[config.mk]
export PLATFORM = sky130hd
export DESIGN_NAME = qrm_back
export DESIGN_NICKNAME = d
export VERILOG_FILES = /design/src/sv/qrm_pkg.sv /design/src/sv/qrm_back.sv
export SDC_FILE = /design/constraint.sdc
export NUM_CORES = 1
export LEC_CHECK = 0
export BUFFER_PORTS_ARGS = -buffer_cell sky130_fd_sc_hd__buf_2
export CORE_AREA = 2 2 247 249
export DETAILED_ROUTE_END_ITERATION = 8
export DIE_AREA = 0 0 249 251
export GPL_TIMING_DRIVEN = 0
export PLACE_DENSITY_LB_ADDON = 0.2
export RECOVER_POWER = 100
export SETUP_SLACK_MARGIN = 0.05
export SLEW_MARGIN = 20
export SYNTH_ARGS = -nofsm -noshare
export SYNTH_HDL_FRONTEND = slang
export SYNTH_SLANG_ARGS = --single-unit
[constraint.sdc]
create_clock -name clk -period 3.95 [get_ports clk]
set_clock_uncertainty 0.15 [all_clocks]
set_input_delay 0.395 -clock clk [delete_from_list [all_inputs] [get_ports clk]]
set_output_delay 0.395 -clock clk [all_outputs]
set_load 0.03 [all_outputs]
[src/sv/qrm_pkg.sv]
`timescale 1ns / 1ps
// ---------------------------------------------------------------------------
// qrm_pkg
// Shared widths and the inter-stage word of the quaternion to matrix pipe.
// ---------------------------------------------------------------------------
package qrm_pkg;

  localparam int NUM_EL  = 9;   // matrix elements, row major
  localparam int IN_W    = 16;  // Q1.14 input component
  localparam int PROD_W  = 32;  // 16x16 signed product
  localparam int NORM_W  = 33;  // sum of four squares, up to 2^32
  localparam int REM_W   = 34;  // partial remainder, below 2 * norm
  localparam int QUO_W   = 16;  // floor(mag * 2^15 / norm), up to 2^15
  localparam int OUT_W   = 16;  // Q1.14 result element
  localparam int ONE_Q14 = 16384;

  // word carried through the division steps
  typedef struct packed {
    logic [NUM_EL-1:0][REM_W-1:0] rem;
    logic [NUM_EL-1:0][QUO_W-1:0] quo;
    logic [NUM_EL-1:0]            neg;
    logic [NORM_W-1:0]            norm;
    logic                         zero;
  } div_word_t;

endpackage

[src/sv/qrm_back.sv]
`timescale 1ns / 1ps
// ---------------------------------------------------------------------------
// qrm_back
// Round half away from zero, clamp to +-1.0, restore sign, and substitute
// the identity matrix for a zero quaternion.
// ---------------------------------------------------------------------------
module qrm_back (
  input  logic                                     clk,
  input  logic                                     rst,
  input  logic                                     in_valid,
  input  qrm_pkg::div_word_t                       in_word,
  output logic                                     out_valid,
  output logic signed [qrm_pkg::NUM_EL-1:0][qrm_pkg::OUT_W-1:0] out_el,
  output logic                                     out_zero
);

  logic [qrm_pkg::QUO_W:0]   rnd;
  logic [qrm_pkg::OUT_W-1:0] mag;
  logic [qrm_pkg::NUM_EL-1:0][qrm_pkg::OUT_W-1:0] el_next;

  always_comb begin
    rnd = '0;
    mag = '0;
    for (int e = 0; e < qrm_pkg::NUM_EL; e++) begin
      // quotient holds one extra fraction bit: add half and drop it
      rnd = qrm_pkg::QUO_W'(in_word.quo[e]) + (qrm_pkg::QUO_W + 1)'(1);
      mag = rnd[qrm_pkg::QUO_W:1];
      if (mag > qrm_pkg::OUT_W'(qrm_pkg::ONE_Q14)) begin
        mag = qrm_pkg::OUT_W'(qrm_pkg::ONE_Q14);
      end
      if (in_word.zero) begin
        el_next[e] = (e % 4 == 0) ? qrm_pkg::OUT_W'(qrm_pkg::ONE_Q14) : '0;
      end else begin
        el_next[e] = in_word.neg[e] ? -mag : mag;
      end
    end
  end

  always_ff @(posedge clk) begin
    if (rst) begin
      out_valid <= 1'b0;
    end else begin
      out_valid <= in_valid;
    end
  end

  always_ff @(posedge clk) begin
    out_el   <= el_next;
    out_zero <= in_word.zero;
  end

endmodule

* Yosys cells after proc, flatten, opt, wreduce, memory -nomap -nowiden
Cells that the tools add are included.
Operators by class: multiplexer cells 18, order comparisons 9, add/subtract/negate cells 18
Operators with widths (number):
- 16-bit two-way mux | 18
- 16-bit by 1-bit adder with 17-bit output (second input constant) | 9
- 16-bit by 15-bit > comparator with 1-bit output (second input constant) | 9
- 16-bit negation | 9
Word-level totals: logic and storage cells 56, bits of input ports 496, output and inout bits 146, bits in registers 146

* Longest topological paths before layout
depth in word-level cells 5, gate-level depth with buffers 16, depth with buffers taken out 15

* Least setup slack after synthesis
Ideal clock, no wire load.
path type input to register, start in in_word[139] (netlist name), end reg out_el[106] (netlist name), arrival 3565 ps, buffers on the path 1, path slack 132 ps, stages on the path 15, data required time 3697 ps, setup time 103 ps, path through ha_1 > buf_2 > nand2_2 > or4_4 > a311oi_2 > a221oi_1 > a311oi_4 > nor2_4 > nand2_1 > ha_1 > inv_1 > nor4b_1 > nand2_1 > and4bb_1 > a2111oi_2
On the way: longest elaborated chain between the ends 5
RTL lines:
- from (decl) | line qrm_back.sv:11 | input qrm_pkg::div_word_t in_word,
- 16-bit by 1-bit adder with 17-bit output * | line qrm_back.sv:26 | rnd = qrm_pkg::QUO_W'(in_word.quo[e]) + (qrm_pkg::QUO_W + 1)'(1);
- 16-bit by 15-bit > comparator with 1-bit output | line qrm_back.sv:28 | if (mag > qrm_pkg::OUT_W'(qrm_pkg::ONE_Q14)) begin
- 16-bit two-way mux * | line qrm_back.sv:28
- 16-bit negation | line qrm_back.sv:34 | el_next[e] = in_word.neg[e] ? -mag : mag;
- 16-bit two-way mux * | line qrm_back.sv:34
- to (signal assigned) | line qrm_back.sv:48 | out_el <= el_next;
- to (decl) | line qrm_back.sv:13 | output logic signed [qrm_pkg::NUM_EL-1:0][qrm_pkg::OUT_W-1:0] out_el,
Every way passes the cells marked *; elsewhere a longest branch is shown, timed or not. A chain may end at the register's enable or synchronous reset.

* Final worst setup path
start in in_word[171] (netlist name), end reg out_el[138] (netlist name)
Same word-level chain as after synthesis.

==> results by group <==
Route
  – DRC violations left: 0
  – Via count: 13780
  – TritonRoute pass-1 iters: 5
  – WL final: 51.08 mm
  – Routed WL per cell: 18.40 µm
  – Antenna-violating nets left: 0
  – DRT iter0 DRCs: 848
  – Vias per inst: 4.965

Global routing
  – Vias in the first global route: 13150
  – Met1 Use GR: 21.10%
  – Initial antenna violation count: 7
  – Met3 usage: 4.017%
  – Gr busiest metal: met2
  – Grt ovf: 0
  – First-pass GRT wire length: 77.51 mm
  – GR Layer Usage met2: 25.30%
  – Total track usage: 16.03%
  – Largest net degree at the start of global routing: 17

STA
  – Headroom to the max-slew limit: 28.77%
  – Part of the cycle the worst path needs: 95.10%
  – FMAX: 0.2662 GHz
  – Fin worst setup slack: 0.1935 ns
  – Tightest Pin Transition: 1.068 ns
  – Pins Over Slew Limit: 0
  – Final Critical Period: 3.757 ns
  – Fin. Hold Viols: 0
  – RSZ-0062 raised after global routing: no
  – Final setup viols: 0

Synth
  – Synth Flop Type: dfxtp_1
  – Ys Warns: 0
  – Mapped Avg Cell Area: 7.425 µm²
  – Register area share after synthesis: 23.38%
  – Post-synth top area share: 23.38%
  – Post-synth EDFFs: 0
  – Area contributors post-synth: dfxtp_1, xnor2_1, nand2_1, nor2_1, xor2_1
  – Post-Synthesis Cells: 1684
  – Synth cell types: 109
  – Yosys top cell by area: dfxtp_1
  – Post-synthesis async set-or-reset flop share: 0%
  – FF+latch count, synth: 146
  – Mapped Area: 12500 µm²
  – Net Count, Synth: 2198

Power and ir drop
  – Internal: 2.826 mW
  – Gate power share: 30.3%
  – Clk pwr share: 34.2%
  – P_leak: 5.629 nW
  – PwrDens: 294.9 nW/µm²
  – Net Sw Power: 1.741 mW
  – Sw Ratio: 38.11%
  – Sequential fraction of design power: 35.5%
  – Pwr Total: 4.567 mW
  – Worst VDD drop: 0.3486 mV

Die
  – # IOs: 642
  – Std-Cell Rows: 90
  – Die Wd: 249 µm
  – DIE AREA: 62500 µm²
  – Core box area: 59790 µm²
  – Starting Density: 20.91%
  – Die Y: 251 µm

Place
  – DP Worst Slack: -0.6940 ns
  – HPWL after DPL: 40.41 mm
  – Port bufs: 257
  – RD Place Congestion: 0.8597

Clock network
  – CTS root buf: clkbuf_16
  – Longest Clk Path Bufs: 2
  – Clock sink count: 146
  – Reg clk slew, reported paths: 0.06 ns
  – CTS Buf Count: 17
  – CTS tree: yes
  – Htree depth: 4

Setup path
  – Worst Path Required: 4.11 ns
  – Crit Path Max Fanout: 10
  – Worst setup EP type: flip-flop
  – Crit start category: input port
  – CP arrival: 3.91 ns
  – Kind of critical path: input port to flip-flop

Job
  – Max cap viols: 0

Hold path
  – Hold crit path type: input port to flip-flop

Layout
  – Layout cells sized above 1: 15.63%
  – Nets: 2491
  – P&R area growth vs syn: 23.87%

Outcome
  – Status: complete, no violations
[worst paths after layout]
| path | start | end | slack, ns | cells after the start |
|---|---|---|---|---|
| hold / removal | in_valid | out_valid | 0.13 | 2 |
| setup / recovery | in_word[171] | out_el[138] | 0.19 | 16 |
[critical path, cell delays in order]
cell and delay [ns]:
buf_2 0.14, ha_1 0.19, buf_2 0.17, and3_1 0.22, or3_1 0.31, a221o_1 0.38, nor4_1 0.56, a31oi_2 0.25
buf_2 0.24, nand2b_1 0.18, ha_2 0.23, inv_1 0.08, o41ai_2 0.08, a21oi_2 0.25, xnor2_1 0.15, nor2_1 0.08
[cell type report]
type                            count  area, µm²
Sequential cell                   146       2923
Buffer                             97      480.5
Clock inverter                     13      106.4
Fill cell                        6667      44310
Inverter                           47      176.4
Timing Repair Buffer              276       1250
Clock buffer                       19      432.9
Multi-Input combinational cell   1392       9130
Tap cell                          782      978.4
Antenna cell                        4      10.01
[power by group through the flow]
stage	clock, mW	sequential [mW]	combinational, mW
6_report	1.56	1.62	1.39
5_1_grt	1.68	1.63	1.52
4_1_cts	1.64	1.62	1.40
3_5_place_dp	0	1.65	1.39
3_3_place_gp	0	1.65	1.38
2_1_floorplan	0	1.85	0.692
[cells in the mapped netlist (7+ instances only)]
library cell	count
nand2_1	165
nor2_1	163
dfxtp_1	146
xnor2_1	107
nand3_1	106
o21ai_0	85
a21oi_1	76
xor2_1	68
nor3_1	63
nand4_1	55
clkbuf_1	52
and3_1	51
inv_1	43
buf_2	33
or3_1	32
mux2i_1	24
nand2b_1	24
and2_1	22
a31oi_1	20
ha_1	18
a211oi_1	16
o21a_1	16
nor4_1	14
o211ai_1	14
mux2_2	13
o31ai_1	12
and4_1	11
a21boi_0	9
o31a_1	9
or2_2	9
a211o_1	8
a311oi_1	8
a31o_2	8
a21o_1	7
a22oi_1	7
nand3b_1	7
o22ai_1	7
[flip-flops by register name, indices dropped and copies added, names as in the netlist]
name,flops
out_valid,1
out_el,144
out_zero,1
[logic make-up (layout without fill, tap and decap cells)]
group | after synthesis | in the layout | synth area share [%]
AO/OA/AOI/OAI | 371 | 371 | 20.73
XOR/XNOR | 175 | 175 | 12.26
adder cells (fa/ha/maj) | 18 | 18 | 1.801
buffers and inverters | 146 | 452 | 5.244
flip-flops | 146 | 146 | 23.38
multiplexers | 39 | 39 | 3.332
other | 0 | 4 | 0
AND/OR/NAND/NOR | 789 | 789 | 33.25
[placed cells by master, fill, tap and decap left out, drive strengths merged, types with 33 or more instances in the layout]
cell type  synthesis  routed
xnor2            107     107
nor3              65      65
buf               45     168
nor2             165     165
o21ai             89      89
nand4             56      56
dfxtp            146     146
nand2            167     167
xor2              68      68
or3               33      33
and3              53      53
clkbuf            53     221
a21oi             76      76
nand3            107     107
inv               43      47
[metal layers]
layer,wire length [µm],vias up,part of all wire (%)
met1,23710,6554,46
met3,3317,64,6.5
met5,16,-,0.031
met2,22570,414,44
met4,1463,2,2.9
li1,-,6749,-
[through the flow]
| step | instance area (µm²) | hold slack, ns | setup TNS (ns) | util (%) | std cells |
|---|---|---|---|---|---|
| CTS | 15390 | 0.08415 | 0 | 25.74 | 2758 |
| finish | 15490 | 0.1254 | 0 | 25.90 | 2776 |
| global route | 15480 | 0.08383 | 0 | 25.89 | 2774 |
| floorplan | 12500 | 0.2727 | 0 | - | 1684 |
| detailed placement | 14780 | 0.3757 | -14.30 | 24.72 | 2724 |
| global placement | 14770 | 0.3701 | -14.36 | 24.70 | 2723 |
[what timing repair did]
action	CTS	global route
gates cloned	0	0
setup endpoints to repair	10	26
setup buffers	1	15
gates resized for setup	9	35
hold buffers	2	0
pin swaps	1	7
hold endpoints to repair	2	0
Power figures use the tool's default switching activity.
