File: config.mk
export PLATFORM = sky130hd
export DESIGN_NAME = qrm_div_step
export DESIGN_NICKNAME = d
export VERILOG_FILES = /design/src/sv/qrm_pkg.sv /design/src/sv/qrm_div_step.sv
export SDC_FILE = /design/constraint.sdc
export NUM_CORES = 1
export LEC_CHECK = 0
export ABC_AREA = 1
export BUFFER_PORTS_ARGS = -buffer_cell sky130_fd_sc_hd__buf_2
export CAP_MARGIN = 5
export CORE_AREA = 10 10 372 374
export DETAILED_ROUTE_END_ITERATION = 12
export DIE_AREA = 0 0 382 384
export HOLD_SLACK_MARGIN = 0.1
export PLACE_DENSITY = 0.5
export SLEW_MARGIN = 20
export SYNTH_ARGS = -nofsm -noshare
export SYNTH_HDL_FRONTEND = slang
export SYNTH_SLANG_ARGS = --single-unit
File: constraint.sdc
create_clock -name clk -period 2 [get_ports clk]
set_input_delay 0.2 -clock clk [delete_from_list [all_inputs] [get_ports clk]]
set_output_delay 0.2 -clock clk [all_outputs]
set_load 0.02 [all_outputs]
File: src/sv/qrm_pkg.sv
`timescale 1ns / 1ps
// ---------------------------------------------------------------------------
// qrm_pkg
// Shared widths and the inter-stage word of the quaternion to matrix pipe.
// ---------------------------------------------------------------------------
package qrm_pkg;

  localparam int NUM_EL  = 9;   // matrix elements, row major
  localparam int IN_W    = 16;  // Q1.14 input component
  localparam int PROD_W  = 32;  // 16x16 signed product
  localparam int NORM_W  = 33;  // sum of four squares, up to 2^32
  localparam int REM_W   = 34;  // partial remainder, below 2 * norm
  localparam int QUO_W   = 16;  // floor(mag * 2^15 / norm), up to 2^15
  localparam int OUT_W   = 16;  // Q1.14 result element
  localparam int ONE_Q14 = 16384;

  // word carried through the division steps
  typedef struct packed {
    logic [NUM_EL-1:0][REM_W-1:0] rem;
    logic [NUM_EL-1:0][QUO_W-1:0] quo;
    logic [NUM_EL-1:0]            neg;
    logic [NORM_W-1:0]            norm;
    logic                         zero;
  } div_word_t;

endpackage

File: src/sv/qrm_div_step.sv
`timescale 1ns / 1ps
// ---------------------------------------------------------------------------
// qrm_div_step
// One restoring division step for all nine elements: one quotient bit each.
// ---------------------------------------------------------------------------
module qrm_div_step (
  input  logic               clk,
  input  logic               rst,
  input  logic               in_valid,
  input  qrm_pkg::div_word_t in_word,
  output logic               out_valid,
  output qrm_pkg::div_word_t out_word
);

  qrm_pkg::div_word_t word_next;
  logic [qrm_pkg::REM_W-1:0] norm_ext;
  logic [qrm_pkg::REM_W-1:0] diff;

  always_comb begin
    word_next = in_word;
    norm_ext  = qrm_pkg::REM_W'(in_word.norm);
    diff      = '0;
    for (int e = 0; e < qrm_pkg::NUM_EL; e++) begin
      // subtract when the remainder covers the divisor, then shift for the next bit
      if (in_word.rem[e] >= norm_ext) begin
        diff = in_word.rem[e] - norm_ext;
        word_next.quo[e] = {in_word.quo[e][qrm_pkg::QUO_W-2:0], 1'b1};
      end else begin
        diff = in_word.rem[e];
        word_next.quo[e] = {in_word.quo[e][qrm_pkg::QUO_W-2:0], 1'b0};
      end
      word_next.rem[e] = {diff[qrm_pkg::REM_W-2:0], 1'b0};
    end
  end

  always_ff @(posedge clk) begin
    if (rst) begin
      out_valid <= 1'b0;
    end else begin
      out_valid <= in_valid;
    end
  end

  always_ff @(posedge clk) begin
    out_word <= word_next;
  end

endmodule

---- Yosys cells after proc, flatten, opt, wreduce, memory -nomap -nowiden ----
Index checks and enable logic that the tools add are counted.
storage, ports and cells
  bits in registers ....................... 485
  input port bits ......................... 496
  output and inout port bits .............. 494
  logic and storage cells ................. 58
cells by class
  $add $sub $neg .......................... 9
  magnitude comparators ................... 9
  muxes and demuxes ....................... 18
operator list
  cell                                                            number
  34-bit by 33-bit greater-or-equal comparator with 1-bit output  9
  33-bit 2-to-1 mux                                               9
  33-bit subtractor                                               9
  1-bit 2-to-1 mux                                                9

---- Depth between registers and ports, before layout ----
Gate-level depths: netlist of run 1.
  depth in word-level cells ............... 2
  depth in mapped cells ................... 17
  depth with buffers taken out ............ 16

---- Worst setup path after synthesis of run 1 ----
No wires, ideal clock.
  path kind ............................... input-to-reg
  from .................................... input in_word[2] in the netlist's numbering
  to ...................................... register out_word[312] in the netlist's numbering
  library setup time ...................... 112 ps
  data arrival time ....................... 2013 ps
  data required time ...................... 1888 ps
  setup slack ............................. -125 ps
  stages .................................. 15
  buffers on the path ..................... 1
  cell sequence ........................... inv_1 > fa_1 > nand2_1 > nand2_1 > nand3_1 > nand2_1 > nand2_1 > nand2_2 > nand2_1 > nand2_2 > nand2_4 > nand2_4 > buf_6 > nand2_1 > nand2_1
RTL lines
  element                 RTL line            RTL
  start: declaration      qrm_div_step.sv:10  input qrm_pkg::div_word_t in_word,
  end signal: assignment  qrm_div_step.sv:45  out_word <= word_next;
  end: declaration        qrm_div_step.sv:12  output qrm_pkg::div_word_t out_word

==> metrics, run 1 <==
Final Hold Vio Count 1; total CTS buffers 66; Site Rows 133; CP Class input pin to flip-flop; switching power 16850 uW; Cells after Synth 6296; hold path endpoint out_word[194]$_DFF_P_; Hold WC Path Type input pin to flip-flop; Max-cap violations 0; Int Power 26100 uW; initial antenna violation count 64; slew margin rel. 56.85%; crit-path max FO 9; #FFs+latches synth 485; wire length per cell 21.07 um; hold path depth 3; setup TNS 0 ps; DR pass1 iterations 8; Final Cycle Share 99.87%; chip height 384 um; design area 63030 um^2; number of global-route vias before repair 46510; clock root cell clkbuf_16; nets 9644; Die Wd 382 um; Net Sw Frac 39.23%; Placed Cells 9986; crit path DAT 2610 ps; num ports 990; post-DR vias/cell 4.530; clock-pin slew on the worst setup and hold paths 60 ps; RSZ-0062 raised after global routing true; Setup crit start in_word[340]; clock power share 30.1%; maximum number of pins on one net before global-route repair 36; WP data required 2610 ps; part of the power in combinational logic 42.3%; outcome complete, but fails checks; CTS tree done; Syn Area/Cell 5.956 um^2; Core Footprint 130800 um^2; Cell Pwr Density 681.5 nW/um^2; FILL cells 13490; Ys Warns 0; Die ar. 146700 um^2; Period minus WS final 1997 ps; min-delay src in_word[193]; GP Congestion 1.006; port bufs 971; startpoint types input pin; H-Tree Depth 3; area growth from synthesis to layout 68.08%; Seq/Total Area, Yosys 25.89%; starting density of the core 28.67%; Final setup viols 0; clk sinks 485; FFs w/ async S/R, synth 0%; Lkg Pwr 0.03599 uW; CTS Buffer Depth 3; Slew Limit Fails 0; Non-Filler Instances 10700; synth unique cells 37; leading cell type in the layout, fill and taps excluded nand2_1; total gr overflow 0; gr usage total 28.43%; sequential power share 27.6%; VDD IR-drop max 588.5 uV; Total Routed Length 225400 um; ys flop type dfxtp_1; Crit. End Element flip-flop; fmax 500.6 MHz; share of cells above drive strength 1 30.09%; most frequent cells in the layout nand2_1 (2560), inv_1 (1136), buf_4 (979); failing checks negative hold slack; Final ANT Viol Nets 0; number of synthesized flops with an enable pin 0; worst-margin pin slew 646.3 ps; hpwl dp 182300 um; Mapped Area 37500 um^2; hold_ws -154.3 ps; Post-DP Area 52840 um^2; Via Count 48470; DRT iter0 DRCs 3587; drt drc 0; global-route wire length before repair 309200 um
## registers in the layout (all words and copies together), names as in the netlist
name and flops:
out_word 484, out_valid 1
## cell families after synthesis
family | synth area share (%)
other | 0.01000
buffers and inverters | 13.49
and+or+nand+nor | 44.18
AOI/OAI and AO/OA | 3.049
adders and majority gates | 10.39
xor gates and xnor gates | 2.989
DFF | 25.89
## stage by stage
stage	total power, uW	setup slack, ps	util [%]
after floorplan	20060	-89.30	-
after global placement	28430	-834.1	40.40
after detailed placement	28410	-815.2	40.40
after CTS	42360	3.842	45.83
after global routing	45150	-36.46	48.16
final	42950	2.566	48.19
## cell usage after synthesis, types with 4 or more instances
cell         n  area (um^2)
o21ai_1      5        25.02
nor2_2      18        112.6
nand4_1      7        43.79
nand3_2     59        590.6
nor3_2       5        50.05
nand2_8      7        140.1
ha_1       297         3716
fa_1         9        180.2
buf_6       20        225.2
dfxtp_1    485         9709
nand2_2     17        106.4
nand2_1   2675        10040
buf_2       53        265.3
nand3_1    513         2567
nor2_4       9        101.4
buf_4       15        112.6
inv_1     1163         4365
and2_1      36        225.2
nand3b_1    86        645.6
a21oi_1    186        930.9
o21ai_0      9        45.04
inv_2        4        15.01
nor3_1      74        370.4
o21bai_1     9        67.56
xnor2_1     10        87.58
nand2_4      6        67.56
a21o_1       8        60.06
xor2_1     118         1033
or2_2       15        93.84
nor2_1     367         1378
## worst max-delay path, stage by stage
cell,delay (ps)
dlygate4sd3_1,540
buf_2,160
ha_1,360
nand2_2,110
nor2_2,160
nand2_1,120
nor2_1,140
nand3_1,80
nand2_1,110
nor2_4,70
nand2_4,150
buf_12,160
nand3_2,130
nand2_1,90
## layout make-up
class / instances / area [um^2] / area share, %
Timing Repair Buffer: 2543 / 19400 / 30.78
Inverter: 1167 / 4392 / 6.967
Sequential cell: 485 / 9709 / 15.40
Clock buffer: 76 / 1752 / 2.779
Multi-Input combinational cell: 4579 / 24900 / 39.50
Antenna cell: 52 / 130.1 / 0.2064
Tap cell: 1755 / 2196 / 3.484
Clock inverter: 42 / 558.0 / 0.8853
## how the worst max path moves through the flow
stage               slack (ps)  cells past startpoint                    end
floorplan                  -90                     15  out_word[256]$_DFF_P_
global placement          -830                     15  out_word[341]$_DFF_P_
detailed placement        -820                     15  out_word[484]$_DFF_P_
CTS                          4                     14  out_word[341]$_DFF_P_
global route               -40                     13  out_word[341]$_DFF_P_
finish                       3                     14  out_word[341]$_DFF_P_
## power groups by stage
stage	clock network, uW	logic, uW	registers [uW]
after global routing	13600	19700	11900
after global placement	0	16300	12100
after floorplan	0	6600	13500
final	12900	18200	11800
after CTS	13200	17300	11900
after detailed placement	0	16400	12000
## per-layer routing
metal  track usage, %  wire (um)  vias to the layer above
met5                0         97                        -
met4            14.92      12920                       16
met3            5.314      15140                      392
met2            48.22     105400                     1765
met1            33.95      91870                    21970
li1                 -          -                    24330
## repair_timing
| action | CTS | global route |
|---|---|---|
| setup buffers | 0 | 31 |
| endpoints found under the setup margin | 89 | 295 |
| gates cloned | 0 | 36 |
| resized for setup | 1 | 415 |
| hold buffers | 479 | 3 |
| pin swaps | 0 | 63 |
| endpoints found under the hold margin | 476 | 4 |
Note: power is estimated with default switching activity, not from simulation.
==> run 2: changes to the inputs <==
Settings changed: SETUP_SLACK_MARGIN set to 0.2.
==> run 2 against run 1 <==
  * The flow still finishes with violations (negative hold slack)
  * First-iteration DRC count is 15% lower
  * Cell area is 1.2% higher
  * Worst setup slack better by 190 ps
  * Flip-flop and latch count stayed put
  * Wire length is 0.88% lower
  * Combinational power hardly changed
  * Sequential power hardly changed
  * Critical path depth is 3 lower
  * Count of clock-buffer cells in the layout is 5 higher
  * Die area stayed put
  * Global-route usage is 0.084 points lower
==> metrics, run 2 (synthesized netlist as in run 1, its figures left out) <==
initial antenna violation count 68; port bufs 971; crit path DAT 2370 ps; wire length per cell 20.91 um; most frequent cells in the layout nand2_1 (2507), inv_1 (1117), buf_4 (995); Lkg Pwr 0.03630 uW; gr usage total 28.35%; Net Sw Frac 39.40%; post-DR vias/cell 4.515; Int Power 26120 uW; Setup crit start in_word[273]; clock power share 29.7%; PnR Total Power 43110 uW; WP data required 2570 ps; switching power 16990 uW; hpwl dp 180800 um; Final Cycle Share 90.27%; sequential power share 27.5%; maximum number of pins on one net before global-route repair 35; nets 9653; fmax 553.9 MHz; Final ANT Viol Nets 0; CTS Buffer Depth 3; H-Tree Depth 3; CP Class input pin to flip-flop; RSZ-0062 raised after global routing true; leading cell type in the layout, fill and taps excluded nand2_1; Die Wd 382 um; Slew Limit Fails 0; max reg flops 484; Non-Filler Instances 10690; clk sinks 485; starting density of the core 28.67%; num ports 990; failing checks negative hold slack; number of global-route vias before repair 46610; Placed Cells 9988; clock root cell clkbuf_16; Period minus WS final 1805 ps; min-delay src in_word[481]; Top Registers out_word (484), out_valid (1); outcome complete, but fails checks; design area 63770 um^2; total gr overflow 0; part of the power in combinational logic 42.7%; area growth from synthesis to layout 70.04%; setup TNS 0 ps; Die ar. 146700 um^2; global-route wire length before repair 309100 um; Max-cap violations 0; Total Routed Length 223500 um; Core Footprint 130800 um^2; Via Count 48240; clock-pin slew on the worst setup and hold paths 60 ps; startpoint types input pin; hold_ws -215.0 ps; VDD IR-drop max 623.2 uV; Top reg by flops out_word; crit-path max FO 8; Hold WC Path Type input pin to flip-flop; Final setup viols 0; Post-DP Area 52820 um^2; share of cells above drive strength 1 31.70%; Cell Pwr Density 676.1 nW/um^2; chip height 384 um; DRT iter0 DRCs 3058; GP Congestion 0.9577; Final Hold Vio Count 18; DR pass1 iterations 6; Crit. End Element flip-flop; drt drc 0; CTS tree done; Site Rows 133; total CTS buffers 66
-- run 2: cell count changes in the layout (fill, tap and decap cells not counted), moves of 16 or more --
cell	before	now
buf_4	979	995
diode_2	52	29
ha_4	70	94
nand2_1	2560	2507
buf_6	10	42
inv_2	12	33
buf_2	962	938
nor2_4	18	36
nand2_2	121	155
nand2_4	19	39
ha_1	219	199
inv_1	1136	1117
-- run 2: worst max-delay path, stage by stage --
cell and delay (ps):
dlygate4sd3_1 570, buf_2 160, ha_4 280, nand2_2 100, nor2_4 150, nand2_2 90, nor3_4 260, nand2_8 180
clkbuf_16 220, nand3_1 90, nand2_1 60
-- run 2: cell type report --
class,instances,area [um^2]
Inverter,1167,4422
Sequential cell,485,9709
Tap cell,1755,2196
Fill cell,13520,67030
Multi-Input combinational cell,4568,25480
Clock inverter,38,508.0
Timing Repair Buffer,2563,19590
Antenna cell,29,72.57
Clock buffer,81,1789
-- run 2: layer usage --
layer  up-vias  track usage [%]  share of wire, %  wire (um)
met1     21840            33.78                41      90770
met3       415            4.784               6.6      14810
met2      1663            48.38                47     104500
li1      24310                -                 -          -
met4        20            15.22               5.9      13290
met5         -                0             0.060        133
-- run 2: worst paths after layout --
path | to | slack, ps | cells past startpoint
min | out_word[482]$_DFF_P_ | -210 | 3
max | out_word[261]$_DFF_P_ | 190 | 11
-- run 2: per-stage QoR --
| step | utilization [%] | setup WS [ps] |
|---|---|---|
| final | 48.75 | 194.6 |
| after global routing | 48.73 | 159.3 |
| after CTS | 45.35 | 200.3 |
| after detailed placement | 40.38 | -549.7 |
| after global placement | 40.38 | -550.1 |
| after floorplan | - | -89.30 |
-- run 2: repair_timing --
action,4_1_cts,5_1_grt
setup endpoints to repair,6,294
endpoints found under the hold margin,477,89
cloned,0,25
gates resized for setup,3,646
hold buffers,419,72
pin swaps,0,115
buffers inserted,0,44
-- run 2: power groups by stage --
| stage | registers, uW | logic, uW | clock network (uW) |
|---|---|---|---|
| global route | 11900 | 19900 | 13400 |
| global placement | 12100 | 16200 | 0 |
| detailed placement | 12100 | 16300 | 0 |
| CTS | 11900 | 17000 | 13100 |
| finish | 11900 | 18400 | 12800 |
| floorplan | 13500 | 6610 | 0 |
